<file path="src/design/swik_pkg.sv">
// ----------------------------------------------------------------------------
// swik_pkg
// Shared types and constants for the spherical wrist inverse kinematics block.
// ----------------------------------------------------------------------------
package swik_pkg;

    // cordic constants, radians in Q30
    localparam longint PI_Q30      = 64'd3373259426;
    localparam longint TWO_PI_Q30  = 64'd6746518852;
    localparam longint HALF_PI_Q30 = 64'd1686629713;
    localparam longint GAIN_Q30    = 64'd652032874;
    localparam int     MAX_STEPS   = 24;

    // configuration register indexes
    localparam logic CFG_JOINT_OFFSET       = 1'b0;
    localparam logic CFG_SINGULAR_THRESHOLD = 1'b1;

    // reset values: 0.06305 rad in Q3.13 and 0.99 in Q1.14
    localparam logic [12:0] JOINT_OFFSET_RST = 13'd517;
    localparam logic [14:0] THRESHOLD_RST    = 15'd16220;

    // prepared item queue
    localparam int QUEUE_DEPTH = 4;
    localparam int QUEUE_AW    = 2;

    // prepared item: hip angle, joint two minus joint three, target matrix
    typedef struct packed {
        logic signed [15:0] q1;
        logic signed [16:0] qd;
        logic [8:0][15:0]   m;
    } item_t;

    // arctangent of 2^-i in Q30
    function automatic logic [31:0] atan_q30(input int i);
        logic [31:0] v;
        case (i)
            0:       v = 32'd843314857;
            1:       v = 32'd497837829;
            2:       v = 32'd263043837;
            3:       v = 32'd133525159;
            4:       v = 32'd67021687;
            5:       v = 32'd33543516;
            6:       v = 32'd16775851;
            7:       v = 32'd8388437;
            8:       v = 32'd4194283;
            9:       v = 32'd2097149;
            10:      v = 32'd1048576;
            11:      v = 32'd524288;
            12:      v = 32'd262144;
            13:      v = 32'd131072;
            14:      v = 32'd65536;
            15:      v = 32'd32768;
            16:      v = 32'd16384;
            17:      v = 32'd8192;
            18:      v = 32'd4096;
            19:      v = 32'd2048;
            20:      v = 32'd1024;
            21:      v = 32'd512;
            22:      v = 32'd256;
            23:      v = 32'd128;
            default: v = 32'd0;
        endcase
        return v;
    endfunction

endpackage

</file>
<file path="src/design/swik_queue.sv">
// ----------------------------------------------------------------------------
// swik_queue
// Short queue of prepared items between the front and the datapath.
// ----------------------------------------------------------------------------
module swik_queue
    import swik_pkg::*;
(
    input  logic  clk,
    input  logic  rst_n,
    input  logic  push,
    output logic  push_ready,
    input  item_t push_item,
    output logic  pop_valid,
    input  logic  pop_ready,
    output item_t pop_item
);

    item_t                 buf_reg [QUEUE_DEPTH];
    logic [QUEUE_AW-1:0]   wr_ptr_reg;
    logic [QUEUE_AW-1:0]   rd_ptr_reg;
    logic [QUEUE_AW:0]     count_reg;
    logic                  pop;

    assign push_ready = (count_reg != QUEUE_AW'(0) + (QUEUE_AW+1)'(QUEUE_DEPTH));
    assign pop_valid  = (count_reg != '0);
    assign pop        = pop_valid && pop_ready;
    assign pop_item   = buf_reg[rd_ptr_reg];

    // pointers and fill count
    always_ff @(posedge clk or negedge rst_n)
    begin
        if (!rst_n)
        begin
            wr_ptr_reg <= '0;
            rd_ptr_reg <= '0;
            count_reg  <= '0;
        end
        else
        begin
            if (push)
                wr_ptr_reg <= wr_ptr_reg + 1'b1;
            if (pop)
                rd_ptr_reg <= rd_ptr_reg + 1'b1;
            if (push && !pop)
                count_reg <= count_reg + 1'b1;
            else if (pop && !push)
                count_reg <= count_reg - 1'b1;
        end
    end

    // storage
    always_ff @(posedge clk)
    begin
        if (push)
            buf_reg[wr_ptr_reg] <= push_item;
    end

endmodule

</file>
<file path="config.mk">
export PLATFORM = sky130hd
export DESIGN_NAME = swik_queue
export DESIGN_NICKNAME = d
export VERILOG_FILES = /design/src/design/swik_pkg.sv /design/src/design/swik_queue.sv
export SDC_FILE = /design/constraint.sdc
export NUM_CORES = 1
export LEC_CHECK = 0
export BUFFER_PORTS_ARGS = -buffer_cell sky130_fd_sc_hd__buf_2
export CELL_PAD_IN_SITES_DETAIL_PLACEMENT = 0
export CELL_PAD_IN_SITES_GLOBAL_PLACEMENT = 1
export CORE_ASPECT_RATIO = 0.75
export CORE_MARGIN = 1
export CORE_UTILIZATION = 45
export DETAILED_ROUTE_END_ITERATION = 12
export HOLD_SLACK_MARGIN = 0.05
export PLACE_DENSITY = 0.81
export SYNTH_ARGS = -nofsm -noshare
export SYNTH_HDL_FRONTEND = slang
export SYNTH_SLANG_ARGS = --single-unit
export TNS_END_PERCENT = 1
</file>
<file path="constraint.sdc">
create_clock -name clk -period 6.2 [get_ports clk]
set_input_delay 0 -clock clk [delete_from_list [all_inputs] [get_ports clk]]
set_output_delay 0 -clock clk [all_outputs]
set_load 0.02 [all_outputs]
</file>
# After elaboration in Yosys (flattened, before gate mapping)
# Memory sizes are Yosys's and may differ from the RTL's.
# Index checks and enable logic that the tools add are counted.
[totals]
register_bits = 7
mem_bits_rw = 708
output_inout_bits = 179
n_memories = 1
[mem_list]
columns = ["memory", "words", "word_bits", "rd", "rd_clocked_by_memory_dff", "write_ports", "line_no", "rtl"]
rows = [
  ["buf_reg", 4, 177, 1, 0, 1, "swik_queue.sv:18", "item_t buf_reg [QUEUE_DEPTH];"],
]
[op_classes]
addsub = 4
n_eq_ne = 1
muxes = 4
reduce_logical = 7
[ops]
columns = ["cell", "count"]
rows = [
  ["$mux W3", 2],
  ["$add A2 B1 Y2 const B", 2],
  ["$add A3 B1 Y3 const B", 1],
  ["$logic_and A1 B1 Y1", 3],
  ["$ne A3 B3 Y1 const B", 1],
  ["$reduce_bool A3 Y1", 1],
  ["$sub A3 B1 Y3 const B", 1],
  ["$logic_not A1 Y1", 2],
  ["$mux W1", 2],
  ["$reduce_bool A2 Y1", 1],
]

# Longest topological paths before layout
[depth]
word_depth = 5
mapped_depth = 8
depth_no_buf = 8

# Least setup slack after synthesis
# Ideal clock, no wire load.
[synth_timing]
path_kind = "reg2reg"
startpoint = "reg wr_ptr_reg[0]"
endpoint = "mem buf_reg[2][0] (netlist name), enable pin"
setup_ns = 0.559
t_arrival_ns = 4.649
t_required_ns = 5.641
slack_ns = 0.992
stages_incl_launch_ff = 4
n_path_buf = 0
synth_period_minus_slack_ns = 5.208
cell_sequence = "dfrtp_1 inv_1 ha_1 and2_1"
[synth_lines]
columns = ["item", "line_no", "rtl"]
rows = [
  ["start: declaration", "swik_queue.sv:19", "logic [QUEUE_AW-1:0] wr_ptr_reg;"],
  ["start signal: assignment", "swik_queue.sv:41", "wr_ptr_reg <= wr_ptr_reg + 1'b1;"],
  ["end: declaration", "swik_queue.sv:18", ""],
]
# No word-level cell before the write port.

==> qor.txt <==
Post-synthesis instance total: 960
Dpl hpwl: 28.9 mm
GPL Wtd Cong: 0.764
Arr. time, crit path: 3.18 ns
Clock Skews: 0.0339 ns
Final Cycle Share: 51.2%
Max VDD drop: 0.341 mV
Minimum clock period: 3.18 ns
#FFs+latches synth: 715
Port bufs: 359
Hold Path Class: in -> reg
Largest cells by area after synthesis: edfxtp_1, mux4_2, dfrtp_1, buf_6, buf_2
Num Clock Sinks: 715
First-pass GRT wire length: 77.3 mm
CP Class: reg -> out
Initial antenna violation count: 6
Initial Utilization: 46.0%
Status: finished, final reports clean
Distinct cells, synth: 18
Crit path launch: rd_ptr_reg[1]
Seq/Total Area, Yosys: 82.7%
Post-synth EDFFs: 708
DRC: 0
Syn avg cell area: 27.0 um^2
Core area: 56400 um^2
Final nets: 1730
Vias per cell: 5.18
CTS tree: yes
Tightest Pin Transition: 0.979 ns
Most numerous cell in the Yosys netlist: edfxtp_1
Pre-CTS setup slack: 3.51 ns
Cell area after layout: 32500 um^2
Synth Net Count: 1147
Synth top cells by count: edfxtp_1, mux4_2, buf_2
Number of flip-flops in the largest register: 708
WL/cell: 21.5 um
Clock Latency Late Sink: 0.59 ns
Largest net degree at the start of global routing: 109
Total CTS buffers: 69
# IOs: 360
Most used flip-flop cell after synthesis: edfxtp_1
Total number of vias: 12300
Setup TNS: 0 ns
Crit-path max cell delay: 0.96 ns
# rows: 75
Root Buffer: clkbuf_16
Max clock buf depth: 3
Fmax: 0.315 GHz
Finish-stage setup viols: 0
Crit end category: output port
Die width: 279 um
Routed wire length: 50.8 mm
Worst Setup Slack, final: 3.02 ns
Synth top area share: 82.0%
Area Growth Syn to Fin: 25.5%
Synth Warn #: 0
Final Power: 15.3 mW
Pleak: 11.1 nW
Slowest CP cell: dfrtp_4
Full die area: 58600 um^2
PwrDens: 471 nW/um^2
Detail Route Antenna Nets: 0
Final Hold Viols: 0
Setup Buffers After CTS: 0
Grt total ovfl: 0
Iter 0 DRT Violations: 893
Final Max Tran Viols: 0
H-tree Lvls: 3
DRT Pass-1 Iters: 5
Total track usage: 17.5%
Crit start category: flip-flop
DP Area: 28600 um^2
Max Cap Viol: 0
Synth Cell Area: 25900 um^2
R2r startpoint: wr_ptr_reg[0]
WP data required: 6.20 ns
RSZ-0062 raised after global routing: false
Post-synth ARST share: 0.979%
Rel. slew slack: 34.7%
Vert. Die Dim: 210 um
Synth area leader: edfxtp_1
Vias in the first global route: 13400
Share of cells above drive strength 1: 41.0%
Clk slew on worst S/H paths: 0.07 ns
Crit-path max FO: 66
Crit path cell chain: buf_4 > mux4_2 > buf_2
Hold Startpoint: push_item[174]
[metrics by stage]
step | std cells | util, % | hold WS, ns
4_1_cts | 2362 | 57.6 | 0.108
2_1_floorplan | 960 | - | -0.296
6_report | 2367 | 57.7 | 0.155
3_5_place_dp | 2061 | 50.7 | -0.159
3_3_place_gp | 2061 | 50.7 | -0.160
5_1_grt | 2365 | 57.7 | 0.129
[path summary, 6_finish.rpt]
path                                   end  slack [ns]  depth (start not counted)
min in group asynchronous     count_reg[2]        0.40                          3
max                           pop_item[85]        3.02                          3
max reg2reg                buf_reg[0][111]        3.72                          4
min                        buf_reg[3][174]        0.16                          2
max in group asynchronous    rd_ptr_reg[0]        5.53                          3
min reg2reg                   count_reg[2]        0.49                          1
[cell usage in the layout (no fill, tap or decap), types with 4 or more instances in the layout]
cell type      Yosys  layout
clkinv_2           0      12
diode_2            0       5
mux4_2           177     177
buf_4              0       7
buf_12             0       5
clkinvlp_4         0       5
edfxtp_1         708     708
ha_1               5       5
clkbuf_16          0      70
bufinv_16          0       4
dlygate4sd3_1      0     181
dfrtp_1            7       5
buf_2             20     359
clkinv_1           0      10
and2_4             0       4
clkbuf_1           6      13
[cell families after synthesis]
| logic type | Yosys count | synth area share, % |
|---|---|---|
| AOI/OAI and AO/OA | 1 | 0.0193 |
| buffers and inverters | 43 | 1.12 |
| adders and majority gates | 6 | 0.319 |
| DFF | 715 | 82.7 |
| xor gates and xnor gates | 6 | 0.203 |
| muxes | 178 | 15.4 |
| and+or+nand+nor | 11 | 0.212 |
[final cells by class]
class	count	area (um^2)
clock inverters	37	330
inverters	3	11.3
clock buffers	83	1800
well taps	770	963
fillers	3986	23900
diodes	5	12.5
multi-input cells	202	4200
flip-flops and latches	715	21400
repair buffers	552	3760
[report_power, final]
part	switching, mW	internal, mW	leakage [nW]	total, mW
clock	1.71	2.25	1.03	3.96
combinational	2.78	1.91	3.49	4.69
sequential	0.334	6.32	6.58	6.65
total	4.82	10.5	11.1	15.3
[worst max-delay path, delay by kind of cell, from the launching register on]
kind | cells | cell delay, ns
flops | 1 | 0.96
mux | 1 | 0.46
buf+inv | 2 | 1.01
[metal layers]
layer,wire (um),up-vias,global-route usage (%)
li1,-,5345,-
met1,20400,6442,22.6
met2,25100,396,28.7
met3,4150,80,5.72
met4,1090,4,5.02
met5,27,-,0
[timing repair]
action / CTS / global route
hold buffers: 181 / 0
setup endpoints to repair: 0 / 0
hold endpoints to repair: 740 / 0
gates resized for setup: 0 / 0
Power figures use the tool's default switching activity.
