File: src/design/swik_pkg.sv
// ----------------------------------------------------------------------------
// swik_pkg
// Shared types and constants for the spherical wrist inverse kinematics block.
// ----------------------------------------------------------------------------
package swik_pkg;

    // cordic constants, radians in Q30
    localparam longint PI_Q30      = 64'd3373259426;
    localparam longint TWO_PI_Q30  = 64'd6746518852;
    localparam longint HALF_PI_Q30 = 64'd1686629713;
    localparam longint GAIN_Q30    = 64'd652032874;
    localparam int     MAX_STEPS   = 24;

    // configuration register indexes
    localparam logic CFG_JOINT_OFFSET       = 1'b0;
    localparam logic CFG_SINGULAR_THRESHOLD = 1'b1;

    // reset values: 0.06305 rad in Q3.13 and 0.99 in Q1.14
    localparam logic [12:0] JOINT_OFFSET_RST = 13'd517;
    localparam logic [14:0] THRESHOLD_RST    = 15'd16220;

    // prepared item queue
    localparam int QUEUE_DEPTH = 4;
    localparam int QUEUE_AW    = 2;

    // prepared item: hip angle, joint two minus joint three, target matrix
    typedef struct packed {
        logic signed [15:0] q1;
        logic signed [16:0] qd;
        logic [8:0][15:0]   m;
    } item_t;

    // arctangent of 2^-i in Q30
    function automatic logic [31:0] atan_q30(input int i);
        logic [31:0] v;
        case (i)
            0:       v = 32'd843314857;
            1:       v = 32'd497837829;
            2:       v = 32'd263043837;
            3:       v = 32'd133525159;
            4:       v = 32'd67021687;
            5:       v = 32'd33543516;
            6:       v = 32'd16775851;
            7:       v = 32'd8388437;
            8:       v = 32'd4194283;
            9:       v = 32'd2097149;
            10:      v = 32'd1048576;
            11:      v = 32'd524288;
            12:      v = 32'd262144;
            13:      v = 32'd131072;
            14:      v = 32'd65536;
            15:      v = 32'd32768;
            16:      v = 32'd16384;
            17:      v = 32'd8192;
            18:      v = 32'd4096;
            19:      v = 32'd2048;
            20:      v = 32'd1024;
            21:      v = 32'd512;
            22:      v = 32'd256;
            23:      v = 32'd128;
            default: v = 32'd0;
        endcase
        return v;
    endfunction

endpackage

File: src/design/swik_front.sv
// ----------------------------------------------------------------------------
// swik_front
// Input register, configuration registers and joint angle preparation.
// ----------------------------------------------------------------------------
module swik_front
    import swik_pkg::*;
(
    input  logic         clk,
    input  logic         rst_n,
    input  logic         s_tvalid,
    output logic         s_tready,
    input  logic [191:0] s_tdata,
    input  logic         cfg_valid,
    output logic         cfg_ready,
    input  logic         cfg_index,
    input  logic [15:0]  cfg_data,
    output logic         push,
    input  logic         push_ready,
    output item_t        push_item,
    output logic [14:0]  threshold
);

    logic         hold_vld_reg;
    logic [191:0] hold_data_reg;
    logic [12:0]  offset_reg;
    logic [14:0]  thresh_reg;
    logic signed [17:0] q2;
    logic signed [17:0] q3;
    logic signed [18:0] qdiff;

    // configuration writes
    assign cfg_ready = 1'b1;
    always_ff @(posedge clk or negedge rst_n)
    begin
        if (!rst_n)
        begin
            offset_reg <= JOINT_OFFSET_RST;
            thresh_reg <= THRESHOLD_RST;
        end
        else if (cfg_valid)
        begin
            case (cfg_index)
                CFG_JOINT_OFFSET:       offset_reg <= cfg_data[12:0];
                CFG_SINGULAR_THRESHOLD: thresh_reg <= cfg_data[14:0];
                default:                ;
            endcase
        end
    end
    assign threshold = thresh_reg;

    // input holding register
    assign push     = hold_vld_reg && push_ready;
    assign s_tready = !hold_vld_reg || push_ready;
    always_ff @(posedge clk or negedge rst_n)
    begin
        if (!rst_n)
            hold_vld_reg <= 1'b0;
        else if (s_tready)
            hold_vld_reg <= s_tvalid;
    end
    always_ff @(posedge clk)
    begin
        if (s_tready && s_tvalid)
            hold_data_reg <= s_tdata;
    end

    // offset joints two and three, only their difference reaches the trig
    assign q2 = $signed({hold_data_reg[31], hold_data_reg[31], hold_data_reg[31:16]})
              - $signed({5'b0, offset_reg});
    assign q3 = $signed({hold_data_reg[47], hold_data_reg[47], hold_data_reg[47:32]})
              - $signed({5'b0, offset_reg});
    assign qdiff = {q2[17], q2} - {q3[17], q3};

    always_comb
    begin
        push_item.q1 = $signed(hold_data_reg[15:0]);
        push_item.qd = qdiff[16:0];
        for (int i = 0; i < 9; i++)
            push_item.m[i] = hold_data_reg[48 + 16*i +: 16];
    end

endmodule

File: config.mk
export PLATFORM = sky130hd
export DESIGN_NAME = swik_front
export DESIGN_NICKNAME = d
export VERILOG_FILES = /design/src/design/swik_pkg.sv /design/src/design/swik_front.sv
export SDC_FILE = /design/constraint.sdc
export NUM_CORES = 1
export LEC_CHECK = 0
export BUFFER_PORTS_ARGS = -buffer_cell sky130_fd_sc_hd__buf_2
export CORE_UTILIZATION = 35
export CTS_CLUSTER_DIAMETER = 80
export DETAILED_ROUTE_END_ITERATION = 7
export GPL_ROUTABILITY_DRIVEN = 0
export SYNTH_ARGS = -nofsm -noshare
export SYNTH_HDL_FRONTEND = slang
export SYNTH_SLANG_ARGS = --single-unit
File: constraint.sdc
create_clock -name clk -period 11.5 [get_ports clk]
set_clock_uncertainty 0.1 [all_clocks]
set_input_delay 0.575 -clock clk [delete_from_list [all_inputs] [get_ports clk]]
set_output_delay 0.575 -clock clk [all_outputs]
set_load 0.01 [all_outputs]
## Word level (Yosys, flattened, before mapping)

Cells that the tools add are included.

- Register bits after elaboration: 221
- Input port bits: 214
- Output and inout bits: 195
- Logic and storage cells: 14

- Add/subtract/negate cells: 3
- Bitwise logic cells: 1
- Reductions and logical operators: 6

Operators with widths:

| cell | number |
|---|---|
| $sub A16 B14 Y17 | 2 |
| $sub A17 B17 Y17 | 1 |
| $reduce_and A2 Y1 | 2 |
| $logic_and A1 B1 Y1 | 2 |
| $logic_not A1 Y1 | 1 |
| $logic_or A1 B1 Y1 | 1 |
| $not A1 Y1 | 1 |

## Depth between registers and ports, before layout

- Word-level depth: 3
- Mapped depth: 12
- Mapped depth without buffers: 12

## Least setup slack after synthesis

Ideal clock, no wire load.

- Path kind: input to register
- From: input push_ready
- To: register hold_data_reg[0], enable pin
- Library setup time: 0.576 ns
- Arrival: 5.175 ns
- Data required time: 10.824 ns
- Path slack: 5.649 ns
- Stages on the path: 2
- Path buffers: 0
- Path through: nand2b_1 > and2_1

- Cells in the longest elaborated chain, start to end: 2

Ends and longest elaborated chain:

| what | RTL line | text |
|---|---|---|
| start, declared | swik_front.sv:18 | `input logic push_ready,` |
| $logic_or A1 B1 Y1 | swik_front.sv:53 | `assign s_tready = !hold_vld_reg \|\| push_ready;` |
| $logic_and A1 B1 Y1 | swik_front.sv:63 | `if (s_tready && s_tvalid)` |
| end signal, assigned | swik_front.sv:64 | `hold_data_reg <= s_tdata;` |
| end, declared | swik_front.sv:24 | `logic [191:0] hold_data_reg;` |

Every way passes these cells.
A chain may end at the register's enable or synchronous reset.

==> summary.md <==
| Metric | Value |
|---|---|
| Status | `finished, final reports clean` |
| Top area cells in the synthesized netlist | `edfxtp_1, buf_4, fa_1` |
| CTS tree | `yes` |
| Hold buffer count at CTS | `0` |
| Final min period | `between 4 and 5 ns` |
| Endpoints failing hold | `0` |
| Ys flop type | `edfxtp_1` |
| Finished layout cell area | `0.0117 sq mm` |
| CP Capture Type | `output port` |
| Area of the multi-input gates | `~0.0017 sq mm` |
| Worst Setup Start Kind | `register` |
| Yosys top cell by area | `edfxtp_1` |
| PD cells | `slightly below 200 mW/mm^2` |
| CP arrival | `4.06 ns` |
| HP Class | `input port to async pin` |
| Post-CTS setup buffers | `0` |
| Ys async rst share | `13.1%` |
| Largest net degree at the start of global routing | `85` |
| Share of cells above drive strength 1 | `52.2%` |
| First-pass GRT wire length | `32400 um` |
| Period utilization | `41.2%` |
| Final Max Tran Viols | `0` |
| Syn avg cell area | `around 15 sq um` |
| CTS sink count | `about 220` |
| Hold_ws | `0.0126 ns` |
| Core area | `0.0270 sq mm` |
| Mapped Nets | `around 900` |
| H-Tree Depth | `1` |
| Via-to-Cell Ratio | `around 4.3` |
| Pre-antenna DRT Iters | `4` |
| Total GRT Usage | `15.2%` |
| Synth unique cells | `42` |
| #FFs+latches synth | `221` |
| CTS clk-pin slew, worst paths | `0.06 ns` |
| Inst Count DP | `1216` |
| Io pins | `~410` |
| Fmax | `0.211 GHz` |
| Area growth from synthesis to layout | `21.2%` |
| P_leak | `~5.2 nW` |
| Row cnt | `60` |
| Root buffer cell | `clkbuf_16` |
| Post-Route Setup TNS | `0 ns` |
| Initial antenna violation count | `3` |
| Worst-Skew Late Latency | `0.52 ns` |
| DIE AREA | `0.0283 sq mm` |
| HPWL Detailed | `16600 um` |
| Syn. warnings | `0` |
| Synth Cell Area | `0.00967 sq mm` |
| Final WL | `about 22000 um` |
| PnR worst setup slack | `6.76 ns` |
| Rel. slew slack | `approximately a quarter` |
| Routed via count | `5474` |
| Reg area | `0.00651 sq mm` |
| 1st-iter DRT viols | `278` |
| Crit Path Class | `register to output port` |
| Die height | `168 um` |
| Initial Utilization | `between 30% and 40%` |
| Vias in the first global route | `5620` |
| Gate count after technology mapping | `634` |
| Sequential area share after synthesis | `67.3%` |
| Post-DP Area | `approximately 0.011 sq mm` |
| Design Power | `2.32 mW` |
| Bufs on Longest Clock Path | `3` |
| RSZ-0062 raised after global routing | `no` |
| Post-synth EDFFs | `192` |
| Max reg flops | `192` |
| Pre-CTS WS | `~7.3 ns` |
| Synth top area share | `59.6%` |
| Remaining antenna violation count | `0` |
| X dimension of the die | `168 um` |
| MaxCap Viol Count | `0` |
| Global route overflow | `0` |
| Critical path peak fanout | `4` |
| DRC | `0` |
| Max rail drop VDD | `0.000122 V` |
| Routed wire length per instance | `17.4 um` |
| CP Data Required Time | `10.83 ns` |
| Worst-Margin Slew | `1.12 ns` |
| Fillcell total | `2534` |
| Nets | `about 1200` |
| Core Util, Final | `approximately 43%` |
| Setup Viol. Count Final | `0` |
| CTS Buf Count | `25` |
| Final std cells w/o fill | `around 1300` |
| Post-CTS Resized | `0` |
| Port Buffers | `approximately 400` |
-- report_power, final --
group          internal (mW)  switching (mW)  leakage, nW  total [mW]
Clock                  0.451           0.322        0.388       0.773
Sequential             0.939          0.0169         2.16       0.956
Combinational          0.248           0.344         2.62       0.592
-- worst paths after layout --
check                              startpoint                  to  slack (ns)  cells past startpoint
worst min register to register   threshold[7]        threshold[7]        0.40                      1
min in group clk                 s_tdata[120]  hold_data_reg[120]        0.11                      1
worst max-delay path            offset_reg[0]      push_item[160]        6.76                     13
worst min-delay path                    rst_n       offset_reg[3]        0.01                      1
max in group asynchronous               rst_n       offset_reg[7]       10.80                      1
worst max register to register   hold_vld_reg  hold_data_reg[145]        8.22                      4
-- area by class of cell --
cell class	count	share of cell area, %
diodes	2	0.0427
clock buffers	34	5.98
clock inverters	12	0.854
inverters	61	1.95
multi-input cells	185	14.6
flip-flops and latches	221	55.5
well taps	341	3.64
repair buffers	408	17.5
-- layer usage --
metal | routed length [um] | GRT usage (%) | vias up | share of wire [%]
met3 | 2010 | 5.59 | 30 | 9.1
met5 | 0 | 0 | - | 0
met2 | 11600 | 27.5 | 225 | 53
met4 | 530 | 4.51 | 0 | 2.4
met1 | 7900 | 16.5 | 2640 | 36
li1 | - | - | 2579 | -
-- cells by family after synthesis --
kind of cell,count (synthesis),synth area share (%)
mux,18,2.08
compound gates,55,3.76
buf+inv,228,15.1
fa+ha+maj,48,8.15
simple gates,49,2.32
other cells,1,0.0388
flops,221,67.3
xor+xnor,14,1.27
-- cell usage in the layout, fill, tap and decap left out, types with 2 or more instances in the layout --
cell,count
clkbuf_16,26
clkinv_1,4
ha_1,23
dfstp_2,13
clkinv_2,4
nand3_1,6
nand2b_1,2
diode_2,2
xor2_1,8
a311oi_1,2
xnor2_1,6
o21ai_1,3
a31oi_1,2
mux2_2,17
a211oi_1,3
inv_1,60
a21oi_1,11
clkinvlp_4,2
dfrtp_1,16
clkbuf_8,2
o21ai_0,16
nand2_1,24
buf_4,2
buf_2,406
fa_1,25
edfxtp_1,192
a21o_1,5
clkbuf_1,6
nor2_1,6
o211ai_1,4
nand4_1,3
nor3_1,3
-- worst max-delay path, stage by stage (launching register included) --
cell      delay [ns]
dfstp_2         0.51
inv_1           0.08
fa_1            0.49
inv_1           0.05
fa_1            0.47
inv_1           0.04
ha_1            0.20
fa_1            0.42
a211oi_1        0.40
o211ai_2        0.20
nand2_1         0.13
nor3_1          0.06
or3b_1          0.36
buf_2           0.14
-- synth_stat cells, types with 2 or more instances --
cell type and count:
edfxtp_1 192, buf_4 161, inv_1 60, fa_1 25
nand2_1 24, ha_1 23, mux2_2 17, dfrtp_1 16
o21ai_0 16, dfstp_2 13, a21oi_1 11, xor2_1 8
nand3_1 6, nor2_1 6, xnor2_1 6, a21o_1 5
clkbuf_1 4, o211ai_1 4, a211oi_1 3, nand4_1 3
nor3_1 3, o21ai_1 3, a311oi_1 2, a31oi_1 2
and2_1 2, buf_2 2, nand2b_1 2
No activity file was read; power rests on OpenSTA's default activity.
